File: config.mk
export PLATFORM = sky130hd
export DESIGN_NAME = delimited_message_deframer
export DESIGN_NICKNAME = d
export VERILOG_FILES = /design/src/design/dmd_pkg.sv /design/src/design/delimited_message_deframer.sv /design/src/design/dmd_cell.sv
export SDC_FILE = /design/constraint.sdc
export NUM_CORES = 1
export LEC_CHECK = 0
export BUFFER_PORTS_ARGS = -buffer_cell sky130_fd_sc_hd__buf_2
export CORE_ASPECT_RATIO = 0.9
export CORE_MARGIN = 3
export CORE_UTILIZATION = 30
export DETAILED_ROUTE_END_ITERATION = 8
export GPL_ROUTABILITY_DRIVEN = 0
export PLACE_DENSITY = 0.5
export RECOVER_POWER = 50
export SYNTH_ARGS = -nofsm -noshare
export SYNTH_HDL_FRONTEND = slang
export SYNTH_SLANG_ARGS = --single-unit
File: constraint.sdc
create_clock -name aclk -period 9.7 [get_ports aclk]
set_input_delay 2.425 -clock aclk [delete_from_list [all_inputs] [get_ports aclk]]
set_output_delay 2.425 -clock aclk [all_outputs]
set_load 0.03 [all_outputs]
File: src/design/dmd_pkg.sv
// Shared constants, types and helpers for the delimited message deframer.
package dmd_pkg;

    localparam int MAX_DELIM_BYTES = 8;
    localparam int BYTE_W          = 8;
    localparam int DELIM_W         = MAX_DELIM_BYTES * BYTE_W;
    localparam int LEN_W           = 4;
    localparam int IDX_W           = $clog2(MAX_DELIM_BYTES);
    localparam int CELLS           = MAX_DELIM_BYTES - 1;
    localparam int MAXSZ_W         = 16;
    localparam int COUNT_W         = MAXSZ_W + 1;
    localparam int CFG_IDX_W       = 2;

    // Configuration register indexes.
    localparam logic [CFG_IDX_W-1:0] CFG_DELIM_BYTES  = 2'd0;
    localparam logic [CFG_IDX_W-1:0] CFG_DELIM_LENGTH = 2'd1;
    localparam logic [CFG_IDX_W-1:0] CFG_MAX_SIZE     = 2'd2;

    // Status codes carried by an end-of-message transaction.
    typedef enum logic [1:0] {
        STATUS_ACCEPTED = 2'd0,
        STATUS_EMPTY    = 2'd1,
        STATUS_TOO_LONG = 2'd2
    } status_t;

    // Per-cell control from the top level.
    typedef struct packed {
        logic              shift;
        logic              in_use;
        logic [BYTE_W-1:0] expected;
    } cell_ctl_t;

    // Picks delimiter byte idx; byte 0 sits in the lowest octet.
    function automatic logic [BYTE_W-1:0] delim_byte(input logic [DELIM_W-1:0] bytes,
                                                      input logic [IDX_W-1:0] idx);
        return bytes[{idx, 3'b000} +: BYTE_W];
    endfunction

endpackage

File: src/design/delimited_message_deframer.sv
// Top level of the delimited message deframer: cell chain, counters and output register.
// A result is registered and appears on the m_ side in the cycle after the byte that causes it.
// Throughput: one byte per cycle; the single output register lets a new byte enter
// while the previous result is taken, so only a stalled m_ready slows the input.
// Reset (aresetn low, synchronous) empties the window, clears the message count and
// the output valid flag, and restores the line feed delimiter with a maximum of 1024.
module delimited_message_deframer (
    input  logic                              aclk,
    input  logic                              aresetn,
    // Configuration write channel.
    input  logic                              cfg_valid,
    output logic                              cfg_ready,
    input  logic [dmd_pkg::CFG_IDX_W-1:0]     cfg_index,
    input  logic [dmd_pkg::DELIM_W-1:0]       cfg_data,
    // Byte input channel.
    input  logic                              s_valid,
    output logic                              s_ready,
    input  logic [dmd_pkg::BYTE_W-1:0]        s_data_byte,
    // Result channel.
    output logic                              m_valid,
    input  logic                              m_ready,
    output logic                              m_is_end,
    output logic [dmd_pkg::BYTE_W-1:0]        m_out_byte,
    output logic [dmd_pkg::COUNT_W-1:0]       m_message_length,
    output logic [1:0]                        m_status
);

    // Configuration registers.
    logic [dmd_pkg::DELIM_W-1:0] delim_reg;
    logic [dmd_pkg::LEN_W-1:0]   len_reg;
    logic [dmd_pkg::MAXSZ_W-1:0] max_reg;

    // Control state.
    logic [dmd_pkg::IDX_W-1:0]   held_count_reg, held_count_next;
    logic [dmd_pkg::COUNT_W-1:0] msg_count_reg, msg_count_next;

    // Output register.
    logic                        m_valid_reg, m_valid_next;
    logic                        is_end_reg, is_end_next;
    logic [dmd_pkg::BYTE_W-1:0]  out_byte_reg, out_byte_next;
    logic [dmd_pkg::COUNT_W-1:0] length_reg, length_next;
    logic [1:0]                  status_reg, status_next;

    logic                        in_acc;
    logic                        cfg_acc;
    logic [dmd_pkg::IDX_W-1:0]   lm1;        // effective delimiter length minus one
    logic [dmd_pkg::IDX_W-1:0]   held_eff;
    logic                        full;
    logic                        match;
    logic [dmd_pkg::BYTE_W-1:0]  oldest_byte;
    logic [dmd_pkg::COUNT_W-1:0] max_ext;

    logic [dmd_pkg::BYTE_W-1:0]  cell_byte  [dmd_pkg::CELLS];
    logic                        cell_match [dmd_pkg::CELLS];
    dmd_pkg::cell_ctl_t          cell_ctl   [dmd_pkg::CELLS];
    logic                        head_match;

    // The configuration port never stalls.
    assign cfg_ready = 1'b1;
    assign cfg_acc   = cfg_valid & cfg_ready;

    // A new byte is taken whenever the output register is empty or is being drained.
    assign s_ready = ~m_valid_reg | m_ready;
    assign in_acc  = s_valid & s_ready;

    // A length of zero behaves as one, anything above the maximum as the maximum.
    always_comb begin
        if (len_reg == '0) begin
            lm1 = '0;
        end else if (len_reg > dmd_pkg::LEN_W'(dmd_pkg::MAX_DELIM_BYTES)) begin
            lm1 = dmd_pkg::IDX_W'(dmd_pkg::MAX_DELIM_BYTES - 1);
        end else begin
            lm1 = dmd_pkg::IDX_W'(len_reg - dmd_pkg::LEN_W'(1));
        end
    end

    assign held_eff = (held_count_reg > lm1) ? lm1 : held_count_reg;
    // The window plus the new byte fills the delimiter exactly when the held
    // count has reached length minus one.
    assign full     = (held_eff == lm1);
    assign max_ext  = {1'b0, max_reg};

    // The window is a shift line: cell k holds the byte received k+1 bytes ago.
    // Every accepted byte shifts the whole line, so the byte held in cell k is
    // compared against delimiter byte lm1-1-k, and the newest byte against
    // delimiter byte lm1. The match result ripples down the chain of cells.
    assign head_match = (s_data_byte == dmd_pkg::delim_byte(delim_reg, lm1));

    for (genvar k = 0; k < dmd_pkg::CELLS; k++) begin : g_cell
        assign cell_ctl[k].shift    = in_acc;
        assign cell_ctl[k].in_use   = (dmd_pkg::IDX_W'(k) < lm1);
        assign cell_ctl[k].expected = dmd_pkg::delim_byte(delim_reg,
                                          lm1 - dmd_pkg::IDX_W'(k) - dmd_pkg::IDX_W'(1));
        dmd_cell u_cell (
            .aclk      (aclk),
            .ctl       (cell_ctl[k]),
            .byte_in   ((k == 0) ? s_data_byte : cell_byte[(k == 0) ? 0 : k - 1]),
            .match_in  ((k == 0) ? head_match : cell_match[(k == 0) ? 0 : k - 1]),
            .byte_out  (cell_byte[k]),
            .match_out (cell_match[k])
        );
    end

    assign match = cell_match[dmd_pkg::CELLS - 1];

    // The byte that leaves a full window is the oldest of the candidate bytes.
    assign oldest_byte = (lm1 == '0) ? s_data_byte
                                     : cell_byte[lm1 - dmd_pkg::IDX_W'(1)];

    always_comb begin
        held_count_next = held_count_reg;
        msg_count_next  = msg_count_reg;
        m_valid_next    = m_valid_reg & ~m_ready;
        is_end_next     = is_end_reg;
        out_byte_next   = out_byte_reg;
        length_next     = length_reg;
        status_next     = status_reg;

        if (in_acc) begin
            if (!full) begin
                // Still filling the window: nothing leaves yet.
                held_count_next = held_eff + dmd_pkg::IDX_W'(1);
            end else if (match) begin
                // Delimiter found: report the message and restart the search.
                held_count_next = '0;
                msg_count_next  = '0;
                m_valid_next    = 1'b1;
                is_end_next     = 1'b1;
                out_byte_next   = '0;
                if (msg_count_reg == '0) begin
                    length_next = '0;
                    status_next = dmd_pkg::STATUS_EMPTY;
                end else if (msg_count_reg > max_ext) begin
                    length_next = max_ext + dmd_pkg::COUNT_W'(1);
                    status_next = dmd_pkg::STATUS_TOO_LONG;
                end else begin
                    length_next = msg_count_reg;
                    status_next = dmd_pkg::STATUS_ACCEPTED;
                end
            end else begin
                // No match with a full window: the oldest byte is message data.
                held_count_next = lm1;
                m_valid_next    = 1'b1;
                is_end_next     = 1'b0;
                out_byte_next   = oldest_byte;
                length_next     = '0;
                status_next     = dmd_pkg::STATUS_ACCEPTED;
                if (msg_count_reg <= max_ext) begin
                    msg_count_next = msg_count_reg + dmd_pkg::COUNT_W'(1);
                end
            end
        end

        // Rewriting the length discards whatever the window holds.
        if (cfg_acc && cfg_index == dmd_pkg::CFG_DELIM_LENGTH) begin
            held_count_next = '0;
        end
    end

    always_ff @(posedge aclk) begin
        if (!aresetn) begin
            delim_reg      <= dmd_pkg::DELIM_W'(10);
            len_reg        <= dmd_pkg::LEN_W'(1);
            max_reg        <= dmd_pkg::MAXSZ_W'(1024);
            held_count_reg <= '0;
            msg_count_reg  <= '0;
            m_valid_reg    <= 1'b0;
        end else begin
            held_count_reg <= held_count_next;
            msg_count_reg  <= msg_count_next;
            m_valid_reg    <= m_valid_next;
            if (cfg_acc) begin
                case (cfg_index)
                    dmd_pkg::CFG_DELIM_BYTES:  delim_reg <= cfg_data;
                    dmd_pkg::CFG_DELIM_LENGTH: len_reg   <= cfg_data[dmd_pkg::LEN_W-1:0];
                    dmd_pkg::CFG_MAX_SIZE:     max_reg   <= cfg_data[dmd_pkg::MAXSZ_W-1:0];
                    default: ;
                endcase
            end
        end
    end

    // Result payload needs no reset; it is qualified by m_valid.
    always_ff @(posedge aclk) begin
        is_end_reg   <= is_end_next;
        out_byte_reg <= out_byte_next;
        length_reg   <= length_next;
        status_reg   <= status_next;
    end

    assign m_valid          = m_valid_reg;
    assign m_is_end         = is_end_reg;
    assign m_out_byte       = out_byte_reg;
    assign m_message_length = length_reg;
    assign m_status         = status_reg;

    // The window never holds more bytes than the delimiter length minus one.
    a_held_bound: assert property (@(posedge aclk) disable iff (!aresetn)
        held_count_reg <= lm1)
        else $error("held byte count exceeds delimiter length minus one");

    // A data transaction carries neither a length nor a status.
    a_data_fields: assert property (@(posedge aclk) disable iff (!aresetn)
        (m_valid && !m_is_end) |-> (m_message_length == '0 && m_status == 2'd0))
        else $error("data transaction with nonzero length or status");

    // An accepted message is never empty, and an empty one reports length zero.
    a_end_length: assert property (@(posedge aclk) disable iff (!aresetn)
        (m_valid && m_is_end) |->
        ((m_status == dmd_pkg::STATUS_EMPTY && m_message_length == '0) ||
         (m_status == dmd_pkg::STATUS_ACCEPTED && m_message_length != '0) ||
         (m_status == dmd_pkg::STATUS_TOO_LONG && m_message_length != '0)))
        else $error("end transaction length does not fit its status");

    // A matched delimiter restarts both the window and the message count.
    a_match_restart: assert property (@(posedge aclk) disable iff (!aresetn)
        (in_acc && full && match) |=> (held_count_reg == '0 && msg_count_reg == '0))
        else $error("state not cleared after a delimiter match");

    // A byte taken into a full window always produces a result.
    a_full_emits: assert property (@(posedge aclk) disable iff (!aresetn)
        (in_acc && full) |=> m_valid)
        else $error("full window produced no result");

endmodule

File: src/design/dmd_cell.sv
// One holding cell: stores a byte of the window and extends the match chain.
module dmd_cell (
    input  logic                        aclk,
    input  dmd_pkg::cell_ctl_t          ctl,
    input  logic [dmd_pkg::BYTE_W-1:0]  byte_in,
    input  logic                        match_in,
    output logic [dmd_pkg::BYTE_W-1:0]  byte_out,
    output logic                        match_out
);

    logic [dmd_pkg::BYTE_W-1:0] byte_reg;

    always_ff @(posedge aclk) begin
        if (ctl.shift) begin
            byte_reg <= byte_in;
        end
    end

    // A cell beyond the active delimiter length does not take part in the match.
    assign match_out = match_in & (~ctl.in_use | (byte_reg == ctl.expected));
    assign byte_out  = byte_reg;

endmodule
==> tab_implementation.tex <==
\begin{tabular}{lr}
\hline
Metric & Value \\
\hline
\multicolumn{2}{l}{\textbf{CTS}} \\
\quad Hold buffers post-CTS & 0 \\
\quad Clock edge transition at the registers on the reported setup and hold paths & 0.07 ns \\
\quad Number of buffers inserted by post-CTS setup repair & 0 \\
\quad Max H-tree Level & 4 \\
\quad Clock sink count & 189 \\
\quad Clock tree from TritonCTS & built \\
\quad Number of gates given a new drive strength after cts & 0 \\
\quad Clock Latency Late Sink & 0.46 ns \\
\quad Clock root buffer & sky130\_fd\_sc\_hd\_\_clkbuf\_16 \\
\quad Largest buffer count on any clock path & 2 \\
\quad Clock buffers created by TritonCTS & 17 \\
\multicolumn{2}{l}{\textbf{Setup path}} \\
\quad Kind of start point of the critical path & flop \\
\quad Highest-delay cell along the critical path & sky130\_fd\_sc\_hd\_\_ha\_1 \\
\quad CP Data Required Time & 10.09 ns \\
\quad Length in cells of the worst reg-to-reg path & 16 \\
\quad Biggest cell delay along the critical path & 0.99 ns \\
\quad Arrival time worst endpoint & 7.99 ns \\
\quad List of cells traversed by the critical path & inv\_2 > ha\_1 > maj3\_1 > clkinv\_1 > ha\_1 > or3\_1 > a21oi\_1 > a2bb2o\_1 > o21a\_1 > o22ai\_1 > or4\_1 > a21oi\_1 > o21ai\_1 > o31a\_1 > or4\_1 > a21oi\_1 \\
\quad Worst Setup End Kind & flop \\
\quad Largest fanout on the critical path & 29 \\
\quad Crit-path most repeated cell & sky130\_fd\_sc\_hd\_\_a21oi\_1 \\
\quad Class of the most critical setup path & reg2reg \\
\multicolumn{2}{l}{\textbf{Placed design}} \\
\quad Total placed instance area & 13300 sq um \\
\quad Placed Instances & 1943 \\
\quad Hpwl dp & 32.9 mm \\
\quad Total of buffers placed on input and output ports & 108 \\
\multicolumn{2}{l}{\textbf{Finish}} \\
\quad Fraction of layout instances using a drive strength above 1 & 0.128 \\
\quad Non-filler cells in the finished layout & 1975 \\
\quad Fill cell total of the finished layout & 4189 \\
\quad Number of inserted diodes & 0 \\
\quad Growth of design area from synthesis to finish & 12.3\% \\
\quad Final cell area excluding filler cells & 13800 sq um \\
\quad Flip-flop count of the largest register after layout & 64 \\
\quad Area occupied by multi-input gates & 7170 sq um \\
\quad Final cell utilization of the core & 0.345 \\
\quad Total Nets Final & 1541 \\
\quad Area occupied by registers & 4620 sq um \\
\multicolumn{2}{l}{\textbf{Global routing}} \\
\quad Maximum number of pins on one net before global-route repair & 90 \\
\quad Number of antenna violations at the first check in global routing & 0 \\
\quad Global-route wire length before repair & 65.2 mm \\
\quad Total global routing track utilization & 0.198 \\
\quad Sum of overflow across all layers after global routing & 0 \\
\quad Vias in the first global route & 10200 \\
\multicolumn{2}{l}{\textbf{Synthesis}} \\
\quad Count of flip-flops with a built-in enable after synthesis & 84 \\
\quad Most frequent cells after synthesis & 220 x sky130\_fd\_sc\_hd\_\_nand2\_1, 105 x sky130\_fd\_sc\_hd\_\_dfxtp\_1, 84 x sky130\_fd\_sc\_hd\_\_edfxtp\_1, 80 x sky130\_fd\_sc\_hd\_\_nor2\_1, 79 x sky130\_fd\_sc\_hd\_\_a21boi\_0 \\
\quad Number of library cell types mapped by synthesis & 76 \\
\quad Most area-hungry cell type in the Yosys netlist & sky130\_fd\_sc\_hd\_\_edfxtp\_1 \\
\quad Post-Syn Area & 12300 sq um \\
\quad Average cell area after synthesis & 8.96 sq um \\
\quad Most instantiated library cell after synthesis & sky130\_fd\_sc\_hd\_\_nand2\_1 \\
\quad Sequential element share of the synthesized area & 0.376 \\
\quad Number of storage elements in the synthesis netlist & 189 \\
\quad Portion of synthesized cell area occupied by the leading cell type & 0.205 \\
\quad Cells taking the most area after synthesis & sky130\_fd\_sc\_hd\_\_edfxtp\_1 21\%, sky130\_fd\_sc\_hd\_\_dfxtp\_1 17\%, sky130\_fd\_sc\_hd\_\_nand2\_1 6.7\%, sky130\_fd\_sc\_hd\_\_mux2i\_1 5.7\%, sky130\_fd\_sc\_hd\_\_a21boi\_0 4.8\% \\
\quad Share of async-settable or async-resettable flops after synthesis & 0 \\
\quad Predominant post-synthesis flop cell & sky130\_fd\_sc\_hd\_\_dfxtp\_1 \\
\quad Synth Net Count & 1482 \\
\quad Number of instances in the synthesized netlist & 1371 \\
\quad Count of yosys warnings during synthesis & 0 \\
\multicolumn{2}{l}{\textbf{STA}} \\
\quad Final setup violation count & 0 \\
\quad Number of slew-limit violations in the final report & 90 \\
\quad Final min period & 7.61 ns \\
\quad Sum of negative setup slack & 0 ns \\
\quad Period Utilization, post-route & 0.784 \\
\quad Unrepaired setup endpoints after global routing & no \\
\quad Fin Clk Skew & 0.0160 ns \\
\quad Final Hold Slack & 0.513 ns \\
\quad Top achievable clock speed & 0.131 GHz \\
\quad Number of failing hold endpoints at the final stage & 0 \\
\quad Worst Tran Pin Value & 3.30 ns \\
\quad Slew Limit Headroom & -1.20 \\
\multicolumn{2}{l}{\textbf{Job}} \\
\quad Max-cap violations & 1 \\
\multicolumn{2}{l}{\textbf{Die}} \\
\quad Boundary pin count & 110 \\
\quad Initial cell density of the core & 0.307 \\
\quad Total number of placement rows & 69 \\
\quad Horizontal die dimension & 219 um \\
\quad Core area & 40000 sq um \\
\quad Die Footprint & 43400 sq um \\
\quad Die extent in y & 198 um \\
\multicolumn{2}{l}{\textbf{Routing}} \\
\quad Number of routed nets with antenna violations & 0 \\
\quad Number of vias after detailed routing & 11100 \\
\quad Total routed wirelength & 43.3 mm \\
\quad Residual DRC count & 0 \\
\quad DR vias/cell & 5.62 \\
\quad Mean routed wirelength per cell & 21.9 um \\
\quad Iteration count of the initial detailed-routing pass & 6 \\
\quad Initial DRC count & 1606 \\
\multicolumn{2}{l}{\textbf{Run status}} \\
\quad Result of the run & finished with violations \\
\quad Violations in the final reports & capacitance limit, slew limit \\
\multicolumn{2}{l}{\textbf{Worst hold path}} \\
\quad Hold/Removal Path Class & reg2reg \\
\quad Cell depth of the worst min-delay path & 0 \\
\multicolumn{2}{l}{\textbf{Pwr}} \\
\quad Worst voltage drop across the vdd grid & 0.110 mV \\
\quad Static Leakage & 4.89 nW \\
\quad Power per cell area & 154 nW/um\^{}2 \\
\hline
\end{tabular}
## through the flow
stage / total power, W / worst slack, ns
final: 0.00212 / 2.09
after global routing: 0.00222 / 1.63
after CTS: 0.00214 / 2.29
after detailed placement: 0.00144 / 2.26
after global placement: 0.00143 / 2.31
after floorplan: 0.00128 / 3.71
## final timing paths
path	start	to	slack (ns)
setup / recovery	len_reg[0]$_SDFFE_PN1P_	msg_count_reg[5]$_SDFFE_PN0P_	2.09
hold / removal	g_cell[4].u_cell.byte_out[2]$_DFFE_PP_	g_cell[5].u_cell.byte_out[2]$_DFFE_PP_	0.51
setup reg to reg	len_reg[0]$_SDFFE_PN1P_	msg_count_reg[5]$_SDFFE_PN0P_	2.09
hold reg to reg	g_cell[4].u_cell.byte_out[2]$_DFFE_PP_	g_cell[5].u_cell.byte_out[2]$_DFFE_PP_	0.51
## final cells by class
| type | instances | share of cell area |
|---|---|---|
| Sequential cell | 189 | 0.335 |
| Timing Repair Buffer | 122 | 0.0449 |
| Clock inverter | 15 | 0.0104 |
| Multi-Input combinational cell | 1059 | 0.519 |
| Tap cell | 532 | 0.0482 |
| Clock buffer | 17 | 0.0308 |
| Inverter | 41 | 0.0112 |
## worst max-delay path: cells and delay by family (launching register included)
kind	cells	cell delay, ns
AND/OR/NAND/NOR	3	1.54
AO/OA/AOI/OAI	8	2.02
buffers and inverters	2	0.82
flip-flops	1	0.93
adder cells (fa/ha/maj)	3	2.23
## logic make-up after synthesis
| logic type | after synthesis | share of synthesized area |
|---|---|---|
| and+or+nand+nor | 465 | 0.173 |
| AOI/OAI and AO/OA | 375 | 0.211 |
| DFF | 189 | 0.376 |
| buffers and inverters | 123 | 0.0416 |
| muxes | 102 | 0.104 |
| xor gates and xnor gates | 79 | 0.0569 |
| adders and majority gates | 37 | 0.0368 |
| other | 1 | 0.000305 |
## where the power goes
| part | leakage, nW | switching [W] | total, W | internal, W |
|---|---|---|---|---|
| registers | 1.67 | 0.0000597 | 0.000955 | 0.000896 |
| logic | 2.94 | 0.000304 | 0.000470 | 0.000166 |
| clock network | 0.282 | 0.000334 | 0.000695 | 0.000362 |
## per-layer routing
metal  part of all wire  wire (um)  up-vias  track usage
met5                  0          0        -            0
met3              0.090       3890       51       0.0376
met4              0.015        667        0       0.0468
met1               0.50      21500     5356        0.317
met2               0.40      17300      520        0.267
li1                   -          -     5181            -
## layout by cell type, fill, tap and decap left out, types with 12 or more instances in the layout
cell type,n
sky130_fd_sc_hd__nand2_1,220
sky130_fd_sc_hd__dfxtp_1,105
sky130_fd_sc_hd__buf_2,90
sky130_fd_sc_hd__edfxtp_1,84
sky130_fd_sc_hd__nor2_1,79
sky130_fd_sc_hd__a21boi_0,79
sky130_fd_sc_hd__mux2i_1,70
sky130_fd_sc_hd__a21oi_1,56
sky130_fd_sc_hd__o21ai_0,50
sky130_fd_sc_hd__xnor2_1,42
sky130_fd_sc_hd__o22ai_1,40
sky130_fd_sc_hd__inv_1,37
sky130_fd_sc_hd__xor2_1,36
sky130_fd_sc_hd__nand3_1,35
sky130_fd_sc_hd__ha_1,32
sky130_fd_sc_hd__nor3_1,24
sky130_fd_sc_hd__nand4_1,23
sky130_fd_sc_hd__a22oi_1,20
sky130_fd_sc_hd__mux4_2,19
sky130_fd_sc_hd__clkbuf_1,19
sky130_fd_sc_hd__clkbuf_16,17
sky130_fd_sc_hd__nor4_1,16
sky130_fd_sc_hd__nand2b_1,14
sky130_fd_sc_hd__a211oi_1,14
sky130_fd_sc_hd__or3_1,14
sky130_fd_sc_hd__buf_4,13
sky130_fd_sc_hd__o21a_1,12
sky130_fd_sc_hd__o211ai_1,12
Power figures use the tool's default switching activity.
